## src/rtl/cgem_pkg.sv

```systemverilog
package cgem_pkg;

   localparam int SAMPLE_BITS = 24;
   localparam int MAX_POINTS = 16;
   localparam int PT_IDX_W = $clog2(MAX_POINTS);
   localparam int PT_CNT_W = 5;
   localparam int GAIN_W = 17;
   localparam int POS_W = 32;
   localparam int FADE_W = 24;
   localparam int RATE_W = 18;
   localparam int CSR_IDX_W = 3;
   localparam int CSR_DATA_W = 32;
   localparam int SUM_W = SAMPLE_BITS + 2;
   localparam int PROD_W = SAMPLE_BITS + GAIN_W + 1;

   localparam int DIV_Q_W = 17;
   localparam int DIV_D_W = 32;
   localparam int DIV_A_W = DIV_D_W + DIV_Q_W;
   localparam int DIV_CNT_W = $clog2(DIV_Q_W + 1);

   localparam logic [GAIN_W-1:0] UNITY = 17'h10000;
   localparam logic [POS_W-1:0] FALLBACK_RATE = 32'd48000;

   localparam logic REQ_LOAD = 1'b0;

   localparam logic [1:0] ROUTE_LEFT = 2'd1;
   localparam logic [1:0] ROUTE_RIGHT = 2'd2;

   typedef enum logic [CSR_IDX_W-1:0] {
      CSR_TARGET_VOLUME = 3'd0,
      CSR_PLAYBACK_SCALE = 3'd1,
      CSR_FADE_IN = 3'd2,
      CSR_FADE_OUT = 3'd3,
      CSR_DURATION = 3'd4,
      CSR_DECODER_RATE = 3'd5,
      CSR_CHANNEL_ROUTE = 3'd6,
      CSR_POINT_COUNT = 3'd7
   } csr_index_type;

   typedef enum logic [1:0] {
      KIND_LOAD,
      KIND_PASS,
      KIND_ZERO,
      KIND_MIX
   } item_kind_type;

   typedef struct packed {
      logic [GAIN_W-1:0] target_volume;
      logic [GAIN_W-1:0] playback_scale;
      logic [FADE_W-1:0] fade_in_frames;
      logic [FADE_W-1:0] fade_out_frames;
      logic [POS_W-1:0] duration_frames;
      logic [RATE_W-1:0] decoder_rate;
      logic [1:0] channel_route;
      logic [PT_CNT_W-1:0] point_count;
   } cfg_type;

   typedef struct packed {
      item_kind_type kind;
      logic signed [SAMPLE_BITS-1:0] sample_left;
      logic signed [SAMPLE_BITS-1:0] sample_right;
      logic signed [SAMPLE_BITS-1:0] mix_left;
      logic signed [SAMPLE_BITS-1:0] mix_right;
      logic [POS_W-1:0] frame_pos;
      logic [3:0] point_index;
      logic [GAIN_W-1:0] point_x;
      logic [GAIN_W-1:0] point_y;
   } item_type;

   typedef enum logic [4:0] {
      ST_IDLE,
      ST_PREP,
      ST_DIV_FI,
      ST_FO_CHK,
      ST_DIV_FO,
      ST_RAMP_MUL,
      ST_DIV_T,
      ST_TAB_RD0,
      ST_TAB_CHK0,
      ST_TAB_CHKL,
      ST_TAB_SCAN,
      ST_INTERP_DIV,
      ST_DIV_E,
      ST_GAIN_MUL,
      ST_GAIN_SAT,
      ST_SAMPLE_MUL,
      ST_SUM,
      ST_EMIT
   } back_state_type;

   function automatic logic signed [SAMPLE_BITS-1:0] sat_sample(
      input logic signed [SUM_W-1:0] v);
      logic signed [SUM_W-1:0] hi;
      logic signed [SUM_W-1:0] lo;
      hi = SUM_W'({1'b0, {(SAMPLE_BITS-1){1'b1}}});
      lo = ~hi;
      if (v > hi) begin
         return hi[SAMPLE_BITS-1:0];
      end else if (v < lo) begin
         return lo[SAMPLE_BITS-1:0];
      end
      return v[SAMPLE_BITS-1:0];
   endfunction

endpackage

```

## src/rtl/cgem_queue.sv

```systemverilog
module cgem_queue (
   input logic clock,
   input logic reset,
   input logic push_valid,
   input cgem_pkg::item_type push_item,
   output logic push_ready,
   output logic pop_valid,
   output cgem_pkg::item_type pop_item,
   input logic pop_ready
);

   cgem_pkg::item_type slot_ff [2];
   logic wr_ptr_ff, wr_ptr_in;
   logic rd_ptr_ff, rd_ptr_in;
   logic [1:0] count_ff, count_in;
   logic do_push, do_pop;

   assign push_ready = (count_ff != 2'd2);
   assign pop_valid = (count_ff != 2'd0);
   assign pop_item = slot_ff[rd_ptr_ff];
   assign do_push = push_valid && push_ready;
   assign do_pop = pop_valid && pop_ready;

   always_comb begin
      wr_ptr_in = do_push ? ~wr_ptr_ff : wr_ptr_ff;
      rd_ptr_in = do_pop ? ~rd_ptr_ff : rd_ptr_ff;
      count_in = count_ff + 2'(do_push) - 2'(do_pop);
   end

   always_ff @(posedge clock) begin
      if (reset) begin
         wr_ptr_ff <= 1'b0;
         rd_ptr_ff <= 1'b0;
         count_ff <= 2'd0;
      end else begin
         wr_ptr_ff <= wr_ptr_in;
         rd_ptr_ff <= rd_ptr_in;
         count_ff <= count_in;
      end
   end

   always_ff @(posedge clock) begin
      if (do_push) begin
         slot_ff[wr_ptr_ff] <= push_item;
      end
   end

endmodule

```

## config.mk

```make
export PLATFORM = sky130hd
export DESIGN_NAME = cgem_queue
export DESIGN_NICKNAME = d
export VERILOG_FILES = /design/src/rtl/cgem_pkg.sv /design/src/rtl/cgem_queue.sv
export SDC_FILE = /design/constraint.sdc
export NUM_CORES = 1
export LEC_CHECK = 0
export BUFFER_PORTS_ARGS = -buffer_cell sky130_fd_sc_hd__buf_2
export CORE_ASPECT_RATIO = 1.2
export CORE_MARGIN = 1.5
export CORE_UTILIZATION = 33
export DETAILED_ROUTE_END_ITERATION = 8
export PLACE_DENSITY = 0.58
export SLEW_MARGIN = 25
export SYNTH_ARGS = -nofsm -noshare
export SYNTH_HDL_FRONTEND = slang
export SYNTH_SLANG_ARGS = --single-unit
```

## constraint.sdc

```tcl
create_clock -name clock -period 12.51 [get_ports clock]
set_clock_uncertainty 0.15 [all_clocks]
set_input_delay 2.502 -clock clock [delete_from_list [all_inputs] [get_ports clock]]
set_output_delay 2.502 -clock clock [all_outputs]
set_load 0.02 [all_outputs]
```

==> results.yml, run 1 <==
clock_tree:
  cts.sinks: 341
  cts_tree: "yes"
  clock_path_buffers: 3
  clockRootBuffer: "clkbuf_16"
  htreeDepth: 2
  postCtsSetupBuffers: 0
  clock_latency_ns: 0.52
  ctsHoldBuffers: 0
  cts_buffers: 38
  cts.repair.resized: 0
  clk_pin_slew_ns: 0.06
pwr:
  power_frac_comb_pct: 25.3
  p_leak_nw: 6.19
  switching_share_pct: 28.4
  power_frac_seq_pct: 42.9
  power_mw: 3.49
  internal-power_mw: 2.50
  ir_drop_v: 0.000272
  clkPwrFrac_pct: 31.8
  power.switching_mw: 0.994
  p_per_area_nw_per_um2: 215
routing:
  ant_nets: 0
  vias: 6332
  drc: 0
  first_pass_iters: 4
  wirelength_um: 25400
  vias_per_cell: 4.45
  wl_per_cell_um: 17.8
  drtIter0Drc: 275
floorplan:
  die_h_um: 219
  die_area_sq_um: 39900
  ioPinCount: 342
  initial_core_util_pct: 33.7
  num_rows: 78
  die_x_um: 183
  coreArea_sq_um: 38000
finish:
  nets: 1088
  area_growth_pct: 27.1
  final_common_cell: "buf_2"
  fin_area_sq_um: 16200
  final_cell_mix: "buf_2 (341), edfxtp_1 (336), mux2_4 (101)"
  layout.cells.non_filler: 1424
  layout-drive-gt1-share_pct: 60.7
timing:
  final.setup.tns_ns: 0
  slew_headroom_pct: 20.0
  worst_pin_slew_ns: 1.20
  fmax_mhz: 178
  drv_slew: 0
  grt_setup_unrepaired: "no"
  finalHoldViolations: 0
  fin_crit_ns: 5.62
  finalCritPeriodShare_pct: 44.9
  setup_viol_count_final: 0
worst_setup_path:
  rr_startpoint: "count_ff[0]"
  required_ns: 9.86
  critPathCaptureType: "output pin"
  r2r_setup_slack_ns: 10.00
  worstSetupStartpointType: "register"
  cp.arrival_ns: 2.97
  r2r_end: "slot_ff[1][163]"
  cp_max_fo: 55
  reg2reg_depth: 3
  path_class: "reg -> out"
  cp-endpoint: "pop_item[158]"
grt:
  grt_pass1_wl_um: 37500
  antenna_found_initial: 6
  grt_max_degree: 169
  grt-ovfl-total: 0
  grt_usage_pct: 12.4
  grt_pass1_vias: 6646
place:
  hpwl_um: 16500
  io_buffers: 341
  dp.cells: 1354
  gp_congestion: 0.677
  post_dp_cell_area_sq_um: 15000
synth:
  synth.distinct_cells: 17
  syn_area_sq_um: 12800
  syn-instance-count: 547
  syn_area_per_cell_sq_um: 23.4
  yosys.area.top_type: "edfxtp_1"
  ys_seq_area_share_pct: 79.7
  synth_top_area_share_pct: 79.0
  yosysWarnings: 0
  synth_area_leaders: "edfxtp_1 (79%), mux2_4 (12%), mux2_2 (6.0%), buf_6 (1.3%), dfxtp_1 (0.78%)"
  synth-seq-cells: 341
  syn-num-nets: 721
run_status:
  status: "finished, final reports clean"
job:
  drv_cap: 0
min_path:
  hold_class: "reg -> reg"
## how the worst min path moves through the flow
stage	startpoint	to	slack, ns	cells after the start
final	rd_ptr_ff	rd_ptr_ff	0.36	2
after global routing	rd_ptr_ff	rd_ptr_ff	0.42	2
after CTS	rd_ptr_ff	rd_ptr_ff	0.37	2
after detailed placement	rd_ptr_ff	register	0.35	2
after global placement	rd_ptr_ff	register	0.34	2
after floorplan	rd_ptr_ff	register	0.33	2
## area by class of cell
| class | instances | area, sq um |
|---|---|---|
| diodes | 2 | 5.00 |
| flip-flops and latches | 341 | 10200 |
| repair buffers | 346 | 1760 |
| inverters | 1 | 3.75 |
| clock buffers | 50 | 1060 |
| clock inverters | 18 | 208 |
| fillers | 3415 | 21700 |
| well taps | 480 | 601 |
| multi-input cells | 186 | 2410 |
## power by group through the flow
stage | clock network (mW) | logic [mW] | registers [mW]
after CTS | 1.15 | 0.907 | 1.50
after global routing | 1.19 | 0.943 | 1.51
after global placement | 0 | 0.904 | 1.52
after detailed placement | 0 | 0.904 | 1.52
final | 1.11 | 0.884 | 1.50
after floorplan | 0 | 0.670 | 1.52
## synthesized netlist by cell type, drive strengths merged
master and count:
edfxtp 336, mux2 169, buf 19, dfxtp 5, nor2 5, ha 2
nor2b 2, xnor2 2, and3 1, inv 1, nand2 1, nand2b 1
o21a 1, or2 1, xor2 1
## metrics by stage
stage	utilization [%]	hold WS, ns	setup WS (ns)
after global routing	42.8	0.416	6.69
after floorplan	-	0.331	2.10
after CTS	42.7	0.369	6.73
after global placement	39.4	0.344	7.28
final	42.8	0.360	6.89
after detailed placement	39.4	0.349	7.29
## state kept, by name (all words and copies together), names as in the netlist, named ones only
name       count
wr_ptr_ff      1
count_ff       2
rd_ptr_ff      1
slot_ff      336
## logic make-up after synthesis
kind of cell / Yosys count / synth area share [%]
fa+ha+maj: 2 / 0.196
flops: 341 / 79.7
mux: 169 / 17.9
xor+xnor: 3 / 0.206
simple gates: 11 / 0.421
buf+inv: 20 / 1.51
compound gates: 1 / 0.0588
## per-layer routing
layer	GRT usage (%)	vias to the layer above	share of wire, %
met3	5.00	53	8.9
met2	21.9	233	51
met4	4.68	8	2.8
met1	13.3	3114	37
li1	-	2924	-
met5	0	-	0.19
## worst max-delay path, stage by stage, from the launching register on
cell	delay, ns
dfxtp_4	0.89
buf_4	0.89
mux2_2	0.42
buf_2	0.16
(Power assumes the default switching activity.)
==> run 2, diff against run 1 <==
==> constraint.sdc (replaced) <==
create_clock -name clock -period 5.5 [get_ports clock]
set_clock_uncertainty 0.15 [all_clocks]
set_input_delay 1.1 -clock clock [delete_from_list [all_inputs] [get_ports clock]]
set_output_delay 1.1 -clock clock [all_outputs]
set_load 0.02 [all_outputs]
==> run 2 against run 1 <==
Clock power up 110%. Global-route usage down 0.20 points. Total power up 120%. Register-to-register slack worse by 6.6 ns. First-iteration DRC count up 17%. Non-clock buffer count up 2. Final area down 0.64%. Critical path depth unchanged. Count of clock-buffer cells in the layout down 8. Hold slack better by 0.017 ns. Utilization down 0.27 points. Critical path type unchanged. Critical endpoint is now pop_item[157].
==> results.yml, run 2 (synthesized netlist as in run 1, its figures left out) <==
routing:
  ant_nets: 0
  vias: 6307
  vias_per_cell: 4.44
  first_pass_iters: 4
  drc: 0
  wirelength_um: 25000
  wl_per_cell_um: 17.6
  drtIter0Drc: 323
finish:
  largest_register: "slot_ff"
  largestRegisters: "slot_ff (336), count_ff (2)"
  area_growth_pct: 26.3
  nets: 1088
  largest_reg_flops: 336
  final_common_cell: "buf_2"
  final_util_pct: 42.5
  layout-drive-gt1-share_pct: 60.5
  final_cell_mix: "buf_2 (341), edfxtp_1 (336), mux2_4 (101)"
  fin_area_sq_um: 16100
  layout.cells.non_filler: 1419
worst_setup_path:
  cp.arrival_ns: 2.38
  r2r_setup_slack_ns: 3.37
  path_class: "reg -> out"
  required_ns: 4.25
  cp_max_fo: 77
  worstSetupStartpointType: "register"
  critPathCaptureType: "output pin"
timing:
  grt_setup_unrepaired: "no"
  slew_headroom_pct: 55.7
  drv_slew: 0
  finalHoldViolations: 0
  final.setup.tns_ns: 0
  fin_crit_ns: 3.63
  setup_viol_count_final: 0
  fmax_mhz: 275
  worst_pin_slew_ns: 0.664
  finalCritPeriodShare_pct: 66.0
place:
  post_dp_cell_area_sq_um: 15000
  gp_congestion: 0.729
  dp.cells: 1356
  hpwl_um: 16400
  io_buffers: 341
grt:
  grt_pass1_vias: 6622
  antenna_found_initial: 3
  grt_usage_pct: 12.2
  grt_pass1_wl_um: 37100
  grt_max_degree: 85
  grt-ovfl-total: 0
clock_tree:
  cts.repair.resized: 0
  ctsHoldBuffers: 0
  cts.sinks: 341
  clockRootBuffer: "clkbuf_16"
  cts_buffers: 36
  cts_tree: "yes"
  postCtsSetupBuffers: 0
  htreeDepth: 2
  clk_pin_slew_ns: 0.06
  clock_path_buffers: 3
  clock_latency_ns: 0.51
run_status:
  status: "finished, final reports clean"
pwr:
  clkPwrFrac_pct: 29.6
  power_frac_comb_pct: 26.7
  switching_share_pct: 28.7
  ir_drop_v: 0.000283
  internal-power_mw: 5.50
  power_frac_seq_pct: 43.8
  p_leak_nw: 6.15
  p_per_area_nw_per_um2: 478
  power_mw: 7.71
  power.switching_mw: 2.21
job:
  drv_cap: 0
floorplan:
  die_h_um: 219
  ioPinCount: 342
  die_x_um: 183
  num_rows: 78
  coreArea_sq_um: 38000
  initial_core_util_pct: 33.7
  die_area_sq_um: 39900
min_path:
  hold_class: "reg -> reg"
## run 2: power by group through the flow
stage                     Combinational, mW  Clock [mW]  Sequential, mW
after floorplan                        1.53           0            3.40
after global placement                 2.10           0            3.42
after detailed placement               2.10           0            3.43
after CTS                              2.10        2.36            3.38
after global routing                   2.19        2.45            3.41
final                                  2.06        2.28            3.37
## run 2: cell type report
| class | count | area, sq um |
|---|---|---|
| fill | 3404 | 21800 |
| sequential | 341 | 10200 |
| multi-input combinational | 186 | 2410 |
| timing repair buffer | 348 | 1820 |
| clock buffer | 42 | 945 |
| tap | 480 | 601 |
| clock inverter | 18 | 155 |
| antenna | 3 | 7.51 |
| inverter | 1 | 3.75 |
## run 2: stage by stage
stage | hold WS, ns | worst slack (ns)
2_1_floorplan | 0.331 | 1.21
4_1_cts | 0.384 | 1.81
5_1_grt | 0.430 | 1.72
3_3_place_gp | 0.347 | 2.37
3_5_place_dp | 0.360 | 2.37
6_report | 0.377 | 1.87
## run 2: final timing paths
kind                    start        endpoint  cells past startpoint
setup / recovery     register   pop_item[157]                      3
hold / removal      rd_ptr_ff        register                      2
setup reg to reg  count_ff[0]  slot_ff[1][65]                      3
hold reg to reg     rd_ptr_ff        register                      2
## run 2: worst max-delay path: stages (launching register included)
cell	delay (ns)
dfxtp_4	0.68
buf_12	0.47
mux2_2	0.40
buf_2	0.16
## run 2: routing by layer
layer  vias to the layer above  track usage [%]  routed length (um)
met5                         -                0                  13
met4                         2             4.57                 667
met3                        40             4.22                2120
met2                       232             21.1               12500
met1                      3114             13.9                9660
li1                       2919                -                   -
